--- config.mk ---
export PLATFORM = sky130hd
export DESIGN_NAME = csv_field_splitter_unit_flat
export DESIGN_NICKNAME = d
export VERILOG_FILES = /design/src/sv/csvfs_pkg.sv /design/src/sv/csvfs_channels.sv /design/src/sv/csv_field_splitter_unit.sv /design/src/flat_wrapper.sv
export SDC_FILE = /design/constraint.sdc
export NUM_CORES = 1
export LEC_CHECK = 0
export BUFFER_PORTS_ARGS = -buffer_cell sky130_fd_sc_hd__buf_2
export CAP_MARGIN = 20
export CORE_ASPECT_RATIO = 0.7
export CORE_MARGIN = 4
export CORE_UTILIZATION = 50
export DETAILED_ROUTE_END_ITERATION = 10
export GPL_TIMING_DRIVEN = 0
export PLACE_DENSITY = 0.8
export RECOVER_POWER = 50
export SYNTH_ARGS = -nofsm -noshare
export SYNTH_HDL_FRONTEND = slang
export SYNTH_SLANG_ARGS = --single-unit
--- constraint.sdc ---
create_clock -name clk -period 1.88 [get_ports clk]
set_input_delay 0.188 -clock clk [delete_from_list [all_inputs] [get_ports clk]]
set_output_delay 0.188 -clock clk [all_outputs]
set_load 0.01 [all_outputs]
--- src/sv/csvfs_pkg.sv ---
// ----------------------------------------------------------------------------
// csvfs_pkg
// shared byte type and fixed byte codes for the csv field splitter
// ----------------------------------------------------------------------------
package csvfs_pkg;

  typedef logic [7:0] byte_t;

  // fixed byte codes
  localparam byte_t QUOTE_BYTE        = 8'd34;
  localparam byte_t NEWLINE_BYTE      = 8'd10;
  localparam byte_t DEFAULT_SEPARATOR = 8'd44;

endpackage

--- src/sv/csvfs_channels.sv ---
// ----------------------------------------------------------------------------
// csvfs channels
// valid/ready channels for text bytes, split results and separator writes
// ----------------------------------------------------------------------------

// text byte channel
interface csvfs_byte_if;
  logic             valid;
  logic             ready;
  csvfs_pkg::byte_t in_byte;

  modport source (output valid, output in_byte, input ready);
  modport sink (input valid, input in_byte, output ready);
endinterface

// split result channel
interface csvfs_result_if;
  logic             valid;
  logic             ready;
  csvfs_pkg::byte_t out_byte;
  logic             byte_valid;
  logic             field_end;
  logic             line_end;

  modport source (output valid, output out_byte, output byte_valid, output field_end,
                  output line_end, input ready);
  modport sink (input valid, input out_byte, input byte_valid, input field_end,
                input line_end, output ready);
endinterface

// separator register write channel
interface csvfs_cfg_if;
  logic             valid;
  logic             ready;
  csvfs_pkg::byte_t data;

  modport source (output valid, output data, input ready);
  modport sink (input valid, input data, output ready);
endinterface

--- src/sv/csv_field_splitter_unit.sv ---
// ----------------------------------------------------------------------------
// csv_field_splitter_unit
// streaming splitter of comma-separated text lines into fields
// ----------------------------------------------------------------------------
// One text byte is taken per request and at most one result comes out of it,
// in the cycle after acceptance, through a single result register. A byte can be
// accepted every clock cycle: the input is ready whenever the result register
// is empty or is being drained in the same cycle, so while a result is stalled
// the input is held off until it drains. Separators split fields outside
// quotes, newline ends the line and the last field, quoted fields lose their
// enclosing quotes and doubled quotes collapse to one. The separator register
// (comma after reset) is always ready and should be written only while the
// block is idle.
module csv_field_splitter_unit (
  input  logic                   clk,
  input  logic                   rst,
  csvfs_byte_if.sink             src,
  csvfs_result_if.source         res,
  csvfs_cfg_if.sink              cfg
);

  // parser state
  csvfs_pkg::byte_t separator;
  logic             quote_mode;
  logic             at_field_start;
  logic             enclosed_field;
  logic             quote_waiting;

  logic             quote_mode_next;
  logic             at_field_start_next;
  logic             enclosed_field_next;
  logic             quote_waiting_next;

  // result register
  logic             res_valid;
  csvfs_pkg::byte_t res_byte;
  logic             res_byte_valid;
  logic             res_field_end;
  logic             res_line_end;

  logic             emit;
  csvfs_pkg::byte_t emit_byte;
  logic             emit_byte_valid;
  logic             emit_field_end;
  logic             emit_line_end;
  logic             mode_after_quote;
  logic             accept;

  assign cfg.ready = 1'b1;
  assign src.ready = !res_valid || res.ready;
  assign accept    = src.valid && src.ready;

  assign res.valid      = res_valid;
  assign res.out_byte   = res_byte;
  assign res.byte_valid = res_byte_valid;
  assign res.field_end  = res_field_end;
  assign res.line_end   = res_line_end;

  // per-byte decode
  always_comb begin
    quote_mode_next     = quote_mode;
    at_field_start_next = at_field_start;
    enclosed_field_next = enclosed_field;
    quote_waiting_next  = quote_waiting;
    emit                = 1'b0;
    emit_byte           = '0;
    emit_byte_valid     = 1'b0;
    emit_field_end      = 1'b0;
    emit_line_end       = 1'b0;
    // a single waiting quote toggles quote mode once a non-quote follows
    mode_after_quote    = quote_waiting ? !quote_mode : quote_mode;

    if (src.in_byte == csvfs_pkg::QUOTE_BYTE) begin
      if (at_field_start) begin
        quote_mode_next     = 1'b1;
        enclosed_field_next = 1'b1;
        at_field_start_next = 1'b0;
      end else if (quote_waiting) begin
        quote_waiting_next = 1'b0;
        emit               = 1'b1;
        emit_byte          = csvfs_pkg::QUOTE_BYTE;
        emit_byte_valid    = 1'b1;
      end else begin
        quote_waiting_next = 1'b1;
        emit               = !enclosed_field;
        emit_byte          = enclosed_field ? '0 : csvfs_pkg::QUOTE_BYTE;
        emit_byte_valid    = !enclosed_field;
      end
    end else begin
      quote_waiting_next = 1'b0;
      quote_mode_next    = mode_after_quote;
      emit               = 1'b1;
      if (src.in_byte == csvfs_pkg::NEWLINE_BYTE) begin
        quote_mode_next     = 1'b0;
        at_field_start_next = 1'b1;
        enclosed_field_next = 1'b0;
        emit_field_end      = 1'b1;
        emit_line_end       = 1'b1;
      end else if (src.in_byte == separator && !mode_after_quote) begin
        at_field_start_next = 1'b1;
        enclosed_field_next = 1'b0;
        emit_field_end      = 1'b1;
      end else begin
        at_field_start_next = 1'b0;
        emit_byte           = src.in_byte;
        emit_byte_valid     = 1'b1;
      end
    end
  end

  // state and separator register
  always_ff @(posedge clk) begin
    if (rst) begin
      separator      <= csvfs_pkg::DEFAULT_SEPARATOR;
      quote_mode     <= 1'b0;
      at_field_start <= 1'b1;
      enclosed_field <= 1'b0;
      quote_waiting  <= 1'b0;
    end else begin
      if (cfg.valid && cfg.ready) begin
        separator <= cfg.data;
      end
      if (accept) begin
        quote_mode     <= quote_mode_next;
        at_field_start <= at_field_start_next;
        enclosed_field <= enclosed_field_next;
        quote_waiting  <= quote_waiting_next;
      end
    end
  end

  // result register valid
  always_ff @(posedge clk) begin
    if (rst) begin
      res_valid <= 1'b0;
    end else if (accept) begin
      res_valid <= emit;
    end else if (res.ready) begin
      res_valid <= 1'b0;
    end
  end

  // result register payload
  always_ff @(posedge clk) begin
    if (accept) begin
      res_byte       <= emit_byte;
      res_byte_valid <= emit_byte_valid;
      res_field_end  <= emit_field_end;
      res_line_end   <= emit_line_end;
    end
  end

  // newline always closes the line in the next result
  a_newline_ends_line: assert property (@(posedge clk) disable iff (rst)
    accept && src.in_byte == csvfs_pkg::NEWLINE_BYTE
      |=> res_valid && res_line_end && res_field_end && !res_byte_valid)
    else $error("newline did not give a line end");

  // an opening quote gives no result
  a_open_quote_silent: assert property (@(posedge clk) disable iff (rst)
    accept && src.in_byte == csvfs_pkg::QUOTE_BYTE && at_field_start |=> !res_valid)
    else $error("opening quote produced a result");

  // a pending quote never coexists with a field start
  a_wait_not_start: assert property (@(posedge clk) disable iff (rst)
    quote_waiting |-> !at_field_start)
    else $error("quote pending at field start");

  // field boundaries carry no content byte
  a_end_no_content: assert property (@(posedge clk) disable iff (rst)
    res_valid && res_field_end |-> !res_byte_valid && res_byte == '0)
    else $error("field end carries content");

  // line end implies field end
  a_line_has_field: assert property (@(posedge clk) disable iff (rst)
    res_valid && res_line_end |-> res_field_end)
    else $error("line end without field end");

endmodule

--- src/flat_wrapper.sv ---
// flat-port wrapper written by rule: the top's interface ports become plain ports
module csv_field_splitter_unit_flat 
  (clk, rst, src_valid, src_in_byte, src_ready, res_valid, res_out_byte, res_byte_valid, res_field_end, res_line_end, res_ready, cfg_valid, cfg_data, cfg_ready);
  csvfs_byte_if src_i ();
  csvfs_result_if res_i ();
  csvfs_cfg_if cfg_i ();
  input  logic clk;
  input  logic rst;
  input wire logic [$bits(src_i.valid)-1:0] src_valid;
  input wire logic [$bits(src_i.in_byte)-1:0] src_in_byte;
  output wire logic [$bits(src_i.ready)-1:0] src_ready;
  output wire logic [$bits(res_i.valid)-1:0] res_valid;
  output wire logic [$bits(res_i.out_byte)-1:0] res_out_byte;
  output wire logic [$bits(res_i.byte_valid)-1:0] res_byte_valid;
  output wire logic [$bits(res_i.field_end)-1:0] res_field_end;
  output wire logic [$bits(res_i.line_end)-1:0] res_line_end;
  input wire logic [$bits(res_i.ready)-1:0] res_ready;
  input wire logic [$bits(cfg_i.valid)-1:0] cfg_valid;
  input wire logic [$bits(cfg_i.data)-1:0] cfg_data;
  output wire logic [$bits(cfg_i.ready)-1:0] cfg_ready;
  assign src_i.valid = src_valid;
  assign src_i.in_byte = src_in_byte;
  assign src_ready = src_i.ready;
  assign res_valid = res_i.valid;
  assign res_out_byte = res_i.out_byte;
  assign res_byte_valid = res_i.byte_valid;
  assign res_field_end = res_i.field_end;
  assign res_line_end = res_i.line_end;
  assign res_i.ready = res_ready;
  assign cfg_i.valid = cfg_valid;
  assign cfg_i.data = cfg_data;
  assign cfg_ready = cfg_i.ready;
  csv_field_splitter_unit u_core (.clk(clk), .rst(rst), .src(src_i), .res(res_i), .cfg(cfg_i));
endmodule
==> summary.txt, run 1 <==
Clocking
  • Clock buffer depth: 2
  • Post-CTS Setup Bufs: 0
  • H-tree depth: 1
  • CTS tree: yes
  • TritonCTS buffer count: 3
  • CTS Hold Bufs: 0
  • Worst-path clk slew: 120 ps
  • Root buf cell: clkbuf_4
  • Total of cells resized after clock tree synthesis: 0
  • Worst skew pair latency: 310 ps
  • Clock sink total: 24

Detailed routing
  • DRC viols: 0
  • DRT iter0 DRCs: 29
  • Antenna viol nets, final: 0
  • Detailed Route WL: 2430 µm
  • Routed vias/inst: 5.21
  • WL/cell: 13.5 µm
  • Vias after detailed routing: 938
  • DRT Pass-1 Iters: 4

Timing
  • RSZ-0062 raised after global routing: false
  • Final setup violation count: 0
  • Min Tclk post-route: 1760 ps
  • Period Utilization, post-route: 0.934
  • Fmax achieved: 569 MHz
  • Setup TNS: 0 ps
  • Worst-margin pin slew: 688 ps
  • Relative slew margins: 0.540
  • Hold Fails Final Rpt: 0
  • Setup Skew: 2.32 ps
  • Slew Viols, Final: 0

Yosys
  • Post-synth cell types: 41
  • Top_reg_cell synth: dfxtp_1
  • Post-synthesis sequential area ratio: 0.494
  • Synth area leaders: edfxtp_1 28%, dfxtp_1 22%, xnor2_1 6.6%, mux2i_1 4.2%, nor2_1 2.5%
  • Synth top area share: 0.276
  • Mapped Nets: 133
  • Warnings, synthesis: 0
  • Cell area after synthesis: 1190 µm²
  • Post-synth top area cell: edfxtp_1
  • Synthesized area per cell: 10.7 µm²
  • Async S/R FF share, synth: 0
  • Flops & latches, synth: 24
  • Synthesized instance count: 112
  • Number of enable flip-flop cells after synthesis: 11

Global routing
  • First-pass GRT wire length: 4000 µm
  • Vias in the first global route: 881
  • Antenna violations before repair: 0
  • Total GRT Usage: 0.158
  • Grt total ovfl: 0
  • Largest net degree at the start of global routing: 15

Layout
  • Leading cell type in the layout, fill and taps excluded: buf_2
  • Commonest cells after routing, fill and taps aside: 18 x buf_2, 17 x clkbuf_1, 13 x dfxtp_1
  • Layout cells sized above 1: 0.209
  • Number of nets in the layout: 170
  • Fin util: 0.632
  • N_diodes: 0
  • P&R area growth vs syn: 16.6%

Setup path
  • Sequence of cells on the critical path: xnor2_1, nand4_1, or3_1, clkbuf_1, a22o_1
  • Max incr delay on CP: 410 ps
  • CP Data Required Time: 1950 ps
  • Max FO, Critical Path: 8
  • Critical Path Sink Type: flip-flop
  • Startpoint types: flip-flop
  • Worst path slowest cell: dfxtp_1
  • WS Path Type: reg2reg
  • Worst EP arrival: 1830 ps

Pwr
  • Pwr Density: 694 nW/µm²
  • Lkg Pwr: 0.540 nW
  • Peak VDD IR: 442 µV

Floorplanning
  • Initial Util: 0.541
  • Die X: 66.4 µm
  • Die height: 48.9 µm
  • Core area: 2210 µm²
  • I/O pins: 35
  • # rows: 14
  • Die ar.: 3250 µm²

Outcome
  • Status: finished clean

Placement
  • Port buffer count: 32
  • Global placement routability congestion: 0.858
  • Placed wire-length estimate: 1880 µm

Job
  • Total of max-cap violations: 0

Hold path
  • Worst hold path type: in2reg
registers in the layout, indices dropped and copies added, names as in the netlist:
| signal | cells |
|---|---|
| u_core.separator | 8 |
| u_core.quote_waiting | 1 |
| u_core.res.field_end | 1 |
| u_core.res.byte_valid | 1 |
| u_core.at_field_start | 1 |
| u_core.res.out_byte | 8 |
| u_core.res.line_end | 1 |
| u_core.quote_mode | 1 |
| u_core.enclosed_field | 1 |
| u_core.res.valid | 1 |
per-layer routing:
metal | global-route usage | vias to the layer above | part of all wire
li1 | - | 475 | -
met1 | 0.195 | 428 | 0.45
met2 | 0.262 | 33 | 0.46
met3 | 0.0530 | 2 | 0.077
met4 | 0.0405 | 0 | 0.0078
met5 | 0 | - | 0
critical path, delay by kind of cell (launching register included):
family / cells / cell delay [ps]
buffers and inverters: 1 / 170
flip-flops: 1 / 410
AO/OA/AOI/OAI: 1 / 230
XOR/XNOR: 1 / 140
AND/OR/NAND/NOR: 2 / 560
worst paths after layout:
path | to | slack (ps) | cells after the start | startpoint
worst min-delay path | u_core.separator[5] | 80 | 2 | cfg_data[5]
worst min register to register | u_core.enclosed_field | 510 | 2 | u_core.enclosed_field
worst max-delay path | u_core.res.byte_valid | 120 | 5 | u_core.quote_mode
worst max register to register | u_core.res.byte_valid | 120 | 5 | u_core.quote_mode
through the flow:
stage | setup slack, ps | instance area, µm² | hold slack, ps | total power [mW] | instances
CTS | 156 | 1420 | 66.0 | 0.983 | 180
finish | 124 | 1390 | 76.9 | 0.967 | 180
detailed placement | 186 | 1400 | 399 | 0.764 | 176
floorplan | 358 | 1190 | 264 | 0.702 | 112
global route | 24.1 | 1390 | 56.6 | 1.02 | 180
global placement | 210 | 1400 | 392 | 0.757 | 176
kinds of logic after synthesis:
| logic type | synth area share |
|---|---|
| multiplexers | 0.0419 |
| other | 0.00314 |
| buffers and inverters | 0.0440 |
| flip-flops | 0.494 |
| AND/OR/NAND/NOR | 0.191 |
| AO/OA/AOI/OAI | 0.153 |
| XOR/XNOR | 0.0733 |
cell usage after synthesis, types with 2 or more instances:
master,count
and3_1,4
and2_1,2
a211o_1,3
o21a_1,2
nand3_1,4
nor2b_1,4
nand4_1,2
dfxtp_1,13
buf_4,3
a21oi_1,5
mux2i_1,5
nand2_1,4
edfxtp_1,11
nor2_1,8
nand2b_1,2
inv_1,5
clkbuf_1,3
xnor2_1,9
power by group:
part	internal [mW]	switching, mW	leakage [nW]
clock network	0.0776	0.143	0.0154
logic	0.0695	0.0838	0.313
registers	0.578	0.0155	0.212
cell type report:
class,count,area (µm²)
Clock buffer,3,22.5
Fill cell,221,813
Sequential cell,24,591
Buffer,6,33.8
Inverter,5,18.8
Multi-Input combinational cell,77,542
Clock inverter,1,3.75
Tap cell,32,40.0
Timing Repair Buffer,32,143
Note: power is estimated with default switching activity, not from simulation.
==> run 2, diff against run 1 <==
Settings changed: PLACE_DENSITY 0.8 to 0.87.
==> run 2 against run 1 <==
  * Register-to-register slack barely moved
  * Final area did not move
  * Global-route usage rose by 0.96 points
  * Cell count did not move
  * Highest routed layer unchanged
  * Via count rose by 5.4%
  * Critical endpoint is now u_core.res.out_byte[4]
==> summary.txt, run 2 (synthesized netlist as in run 1, its figures left out) <==
Pwr
  • Peak VDD IR: 525 µV (+19%)
  • Comb pwr share: 0.162 (+0.004)
  • Pwr Density: 694 nW/µm² (about the same)
  • Clock share of power: 0.224 (-0.004)
  • Overall power: 0.968 mW (about the same)
  • Switching part of the total power: 0.251 (+0.000679)
  • Internal power: 0.725 mW (about the same)
  • Net Sw Power: 0.243 mW (+0.31%)
  • Lkg Pwr: 0.536 nW (-0.63%)
  • Reg power frac: 0.614 (about the same)

Hold path
  • Min-Delay Path Depth: 2 (unchanged)
  • Worst hold path endpoint: u_core.separator[2]
  • Worst hold path type: in2reg
  • Worst hold start: cfg_data[2]

Job
  • Total of max-cap violations: 0 (unchanged)

Layout
  • Layout Cells excl Fill: 180 (unchanged)
  • Commonest cells after routing, fill and taps aside: 18 x clkbuf_1, 17 x buf_2, 13 x dfxtp_1
  • Area of the multi-input gates: 543 µm² (+0.23%)
  • Number of nets in the layout: 170 (unchanged)
  • Fillers: 211 (-4.5%)
  • Register area: 591 µm² (unchanged)
  • Layout cells sized above 1: 0.209 (unchanged)
  • Post-route cell area: 1390 µm² (unchanged)
  • Leading cell type in the layout, fill and taps excluded: clkbuf_1
  • N_diodes: 0 (unchanged)
  • P&R area growth vs syn: 16.6% (unchanged)

Timing
  • RSZ-0062 raised after global routing: false
  • Period Utilization, post-route: 0.933 (about the same)
  • Slew Viols, Final: 0 (unchanged)
  • Min Tclk post-route: 1750 ps (-1.58 ps)
  • Fmax achieved: 570 MHz (about the same)
  • Relative slew margins: 0.481 (-0.0597)
  • Final setup violation count: 0 (unchanged)
  • Worst-margin pin slew: 777 ps (+89.4 ps)
  • Setup Skew: 1.36 ps (-0.961 ps)
  • Setup TNS: 0 ps (unchanged)
  • Hold Fails Final Rpt: 0 (unchanged)

Setup path
  • CP Data Required Time: 1950 ps (about the same)
  • Max incr delay on CP: 410 ps (about the same)
  • Sequence of cells on the critical path: xnor2_1, nand4_1, or3_1, clkbuf_1, and3_2
  • Max FO, Critical Path: 8 (unchanged)
  • Buf/Inv on CP: 1 (unchanged)
  • Worst Reg2Reg Path Length in Cells: 5 (unchanged)
  • R2r endpoint: u_core.res.out_byte[4]
  • Worst path depth: 5 (unchanged)
  • Worst EP arrival: 1830 ps (about the same)
  • WS Path Type: reg2reg
  • Worst path slowest cell: dfxtp_1
  • CP top delay family: simple AND/OR/NAND/NOR gates
  • R2r setup slk: 130 ps (about the same)
  • Startpoint types: flip-flop
  • Worst flop-to-flop path startpoint: u_core.quote_waiting
  • Critical Path Sink Type: flip-flop

Outcome
  • Status: finished clean

Global routing
  • Total GRT Usage: 0.168 (+0.00963)
  • Grt total ovfl: 0 (unchanged)
  • First-pass GRT wire length: 4280 µm (+6.9%)
  • Vias in the first global route: 965 (+9.5%)
  • Largest net degree at the start of global routing: 15 (unchanged)
  • Antenna violations before repair: 0 (unchanged)

Clocking
  • Post-CTS Setup Bufs: 0 (unchanged)
  • Worst-path clk slew: 120 ps (about the same)
  • H-tree depth: 1 (unchanged)
  • Total of cells resized after clock tree synthesis: 0 (unchanged)
  • CTS tree: yes
  • Clock sink total: 24 (unchanged)
  • Worst skew pair latency: 300 ps (about the same)
  • CTS Hold Bufs: 0 (unchanged)
  • Clock buffer depth: 2 (unchanged)
  • Root buf cell: clkbuf_4
  • TritonCTS buffer count: 3 (unchanged)

Detailed routing
  • Detailed Route WL: 2610 µm (+7.2%)
  • DRT Pass-1 Iters: 4 (unchanged)
  • Antenna viol nets, final: 0 (unchanged)
  • Routed vias/inst: 5.49 (+5.4%)
  • Vias after detailed routing: 989 (+5.4%)
  • WL/cell: 14.5 µm (+7.2%)
  • DRC viols: 0 (unchanged)
  • DRT iter0 DRCs: 41 (+41%)

Placement
  • Post-DP Area: 1400 µm² (unchanged)
  • Global placement routability congestion: 0.837 (-2.4%)
  • Number of placed instances, taps included: 176 (unchanged)
  • Placed wire-length estimate: 1990 µm (+5.8%)
  • Port buffer count: 32 (unchanged)

Floorplanning
  • Core area: 2210 µm² (unchanged)
  • Die ar.: 3250 µm² (unchanged)
  • # rows: 14 (unchanged)
  • Die X: 66.4 µm (unchanged)
  • Initial Util: 0.541 (unchanged)
  • I/O pins: 35 (unchanged)
  • Die height: 48.9 µm (unchanged)
==> run 2: cell types whose count changed in the layout (fill, tap and decap cells not counted), sizes merged <==
cell / before / now
clkbuf: 20 / 21
buf: 21 / 20
==> run 2: worst max-delay path by stage <==
stage	from	to
after CTS	u_core.quote_mode	u_core.res.out_byte[4]
final	u_core.quote_waiting	u_core.res.out_byte[4]
after global placement	u_core.quote_mode	u_core.res.byte_valid
after global routing	u_core.quote_mode	u_core.res.out_byte[4]
after floorplan	u_core.quote_waiting	u_core.res.out_byte[4]
after detailed placement	u_core.quote_mode	u_core.res.out_byte[4]
==> run 2: per-stage QoR <==
stage | util | hold WS, ps | setup slack (ps)
3_5_place_dp | 0.632 | 402 | 141
6_report | 0.632 | 81.9 | 126
3_3_place_gp | 0.632 | 393 | 224
4_1_cts | 0.644 | 69.8 | 103
5_1_grt | 0.632 | 56.5 | 9.34
2_1_floorplan | - | 264 | 358
==> run 2: cell type report <==
cell class              instances  share of cell area
inverters                       5              0.0135
plain buffers                   6              0.0242
repair buffers                 32               0.101
multi-input cells              77               0.390
well taps                      32              0.0287
clock buffers                   3              0.0162
flip-flops and latches         24               0.424
clock inverters                 1             0.00269
==> run 2: layer usage <==
layer / track usage / vias up / wire length [µm]
li1: - / 477 / -
met1: 0.206 / 458 / 1050
met2: 0.292 / 49 / 1290
met3: 0.0461 / 5 / 242
met4: 0.0338 / 0 / 19
met5: 0 / - / 0
==> run 2: power by group through the flow <==
| stage | sequential, mW | clock [mW] | combinational (mW) |
|---|---|---|---|
| after floorplan | 0.610 | 0 | 0.0913 |
| after global placement | 0.604 | 0 | 0.153 |
| after detailed placement | 0.605 | 0 | 0.162 |
| after CTS | 0.594 | 0.229 | 0.163 |
| after global routing | 0.598 | 0.251 | 0.172 |
| final | 0.594 | 0.217 | 0.157 |
==> run 3, diff against run 2 <==
Settings changed: CORE_UTILIZATION 50 to 45, PLACE_DENSITY 0.87 to 0.8, SETUP_SLACK_MARGIN set to 0.4.
==> run 3 against run 2 <==
  * Power is 9.7% higher
  * Sequential share of layout area shrank 3.2 points
  * Sequential power is essentially flat
  * Die area rose by 9.5%
  * Hold slack improved by 46 ps
  * Cell count increased by 5.6%
  * Clock power rose by 33%
  * Register-to-register slack gained 160 ps
  * First-iteration DRC count is 39% lower
  * Via count is 1.2% higher
  * Combinational power rose by 13%
  * Fmax is 7.0% higher
  * Critical path type is now in2reg
==> summary.txt, run 3 (synthesized netlist as in run 1, its figures left out) <==
Setup path
  • Worst setup path start: src_in_byte[4]
  • Worst EP arrival: 1790 ps (-40 ps)
  • Worst flop-to-flop path startpoint: u_core.separator[2]
  • Startpoint types: input pin
  • Max FO, Critical Path: 9 (+1)
  • WS Path Type: in2reg
  • CP Data Required Time: 2030 ps (+80 ps)
  • Critical Path Sink Type: flip-flop

Floorplanning
  • Initial Util: 0.479 (-0.0627)
  • # rows: 15 (+1)
  • Die ar.: 3560 µm² (+9.5%)
  • Die height: 51.1 µm (+4.5%)
  • I/O pins: 35 (unchanged)
  • Die X: 69.6 µm (+4.8%)
  • Core area: 2500 µm² (+13%)

Pwr
  • Clock share of power: 0.273 (+0.049)
  • Lkg Pwr: 0.603 nW (+12%)
  • Peak VDD IR: 545 µV (+4.0%)
  • Internal power: 0.811 mW (+12%)
  • Switching part of the total power: 0.236 (-0.0154)
  • Reg power frac: 0.560 (-0.054)
  • Net Sw Power: 0.250 mW (+3.0%)
  • Pwr Density: 693 nW/µm² (-0.19%)
  • Comb pwr share: 0.167 (+0.005)

Detailed routing
  • Vias after detailed routing: 1001 (+1.2%)
  • DRT Pass-1 Iters: 4 (unchanged)
  • DRC viols: 0 (unchanged)
  • Routed vias/inst: 5.27 (-4.1%)
  • Antenna viol nets, final: 0 (unchanged)
  • Detailed Route WL: 2600 µm (-0.35%)
  • WL/cell: 13.7 µm (-5.6%)
  • DRT iter0 DRCs: 25 (-39%)

Global routing
  • GR Util met3: 0.0609 (+0.0148)
  • Vias in the first global route: 929 (-3.7%)
  • Largest net degree at the start of global routing: 15 (unchanged)
  • Grt total ovfl: 0 (unchanged)
  • Met2 Track Usage GR: 0.248 (-0.0432)
  • GR Util met1: 0.181 (-0.0242)
  • Total GRT Usage: 0.154 (-0.0138)
  • GRT Max-Usage Layer: met2
  • First-pass GRT wire length: 4250 µm (-0.65%)
  • Antenna violations before repair: 0 (unchanged)

Clocking
  • Worst skew pair latency: 260 ps (-40 ps)
  • TritonCTS buffer count: 3 (unchanged)
  • Worst-path clk slew: 80 ps (-40 ps)
  • Clock buffer depth: 2 (unchanged)
  • Clock sink total: 24 (unchanged)
  • Root buf cell: clkbuf_8
  • H-tree depth: 1 (unchanged)
  • CTS tree: yes

Placement
  • Placed wire-length estimate: 1930 µm (-3.0%)
  • Post-DP Area: 1410 µm² (+0.81%)
  • Port buffer count: 32 (unchanged)
  • Global placement routability congestion: 0.846 (+1.1%)
  • Number of placed instances, taps included: 178 (+1.1%)

Layout
  • N_diodes: 0 (unchanged)
  • Leading cell type in the layout, fill and taps excluded: buf_2
  • Number of nets in the layout: 178 (+4.7%)
  • P&R area growth vs syn: 28.2%
  • Layout cells sized above 1: 0.327 (+0.117)
  • Layout Cells excl Fill: 190 (+5.6%)
  • Post-route cell area: 1530 µm² (+9.9%)
  • Fin util: 0.614 (-0.0180)
  • Commonest cells after routing, fill and taps aside: 18 x buf_2, 16 x clkbuf_1, 11 x edfxtp_1
  • Register area: 599 µm² (+1.5%)
  • Fillers: 216 (+2.4%)
  • Area of the multi-input gates: 574 µm² (+5.8%)

Timing
  • RSZ-0062 raised after global routing: true
  • Hold Fails Final Rpt: 0 (unchanged)
  • Final setup violation count: 0 (unchanged)
  • Period Utilization, post-route: 0.872 (-0.0607)
  • Worst hold margin: 128 ps (+45.7 ps)
  • Slew Viols, Final: 0 (unchanged)
  • Setup Skew: 4.03 ps (+2.67 ps)
  • Relative slew margins: 0.534 (+0.0529)
  • Fmax achieved: 610 MHz (+7.0%)
  • Worst-margin pin slew: 698 ps (-79.1 ps)
  • Min Tclk post-route: 1640 ps (-114 ps)
  • Setup TNS: 0 ps (unchanged)

Outcome
  • Status: finished clean

Hold path
  • Worst hold path type: in2reg
  • Worst hold start: cfg_data[5]

Job
  • Total of max-cap violations: 0 (unchanged)
-- run 3: cell types whose count changed in the layout (fill, tap and decap cells not counted), sizes merged --
cell | previous run | this run
buf | 20 | 29
clkbuf | 21 | 20
clkinvlp | 0 | 1
inv | 5 | 4
-- run 3: power by group through the flow --
stage	Combinational, mW	Sequential (mW)	Clock (mW)
after global placement	0.155	0.604	0
after CTS	0.173	0.595	0.302
after floorplan	0.0920	0.611	0
after global routing	0.195	0.598	0.323
final	0.177	0.595	0.289
after detailed placement	0.161	0.606	0
-- run 3: cell type report --
class | count | share of cell area
plain buffers | 6 | 0.0310
clock buffers | 3 | 0.0270
clock inverters | 1 | 0.00245
inverters | 5 | 0.0131
multi-input cells | 77 | 0.375
flip-flops and latches | 24 | 0.391
well taps | 34 | 0.0278
repair buffers | 40 | 0.132
-- run 3: worst paths after layout --
| path | to | slack (ps) | cells after the start |
|---|---|---|---|
| setup / recovery | u_core.at_field_start | 240 | 5 |
| hold / removal | u_core.separator[5] | 130 | 2 |
| setup reg to reg | u_core.res.byte_valid | 290 | 5 |
| hold reg to reg | u_core.enclosed_field | 510 | 2 |
-- run 3: routing by layer --
layer,wire length [µm],up-vias
met5,0,-
met4,48,0
met3,271,4
met2,1160,44
met1,1120,459
li1,-,494
-- run 3: timing repair --
item,CTS,global route
pin swaps,6,6
setup endpoints to repair,10,13
hold buffers,0,0
resized for setup,7,5
buffers inserted,5,3
endpoints found under the hold margin,0,0
-- run 3: per-stage QoR --
stage                     total power [mW]  setup slack, ps
after floorplan                      0.703              404
after global placement               0.759              263
after detailed placement             0.766              227
after CTS                             1.07              340
after global routing                  1.12              163
final                                 1.06              240
-- run 3: critical path, cell delays in order --
cell      delay [ps]
clkbuf_1         140
nor4b_2          680
and4b_2          400
nor2_1            70
a221o_1          300
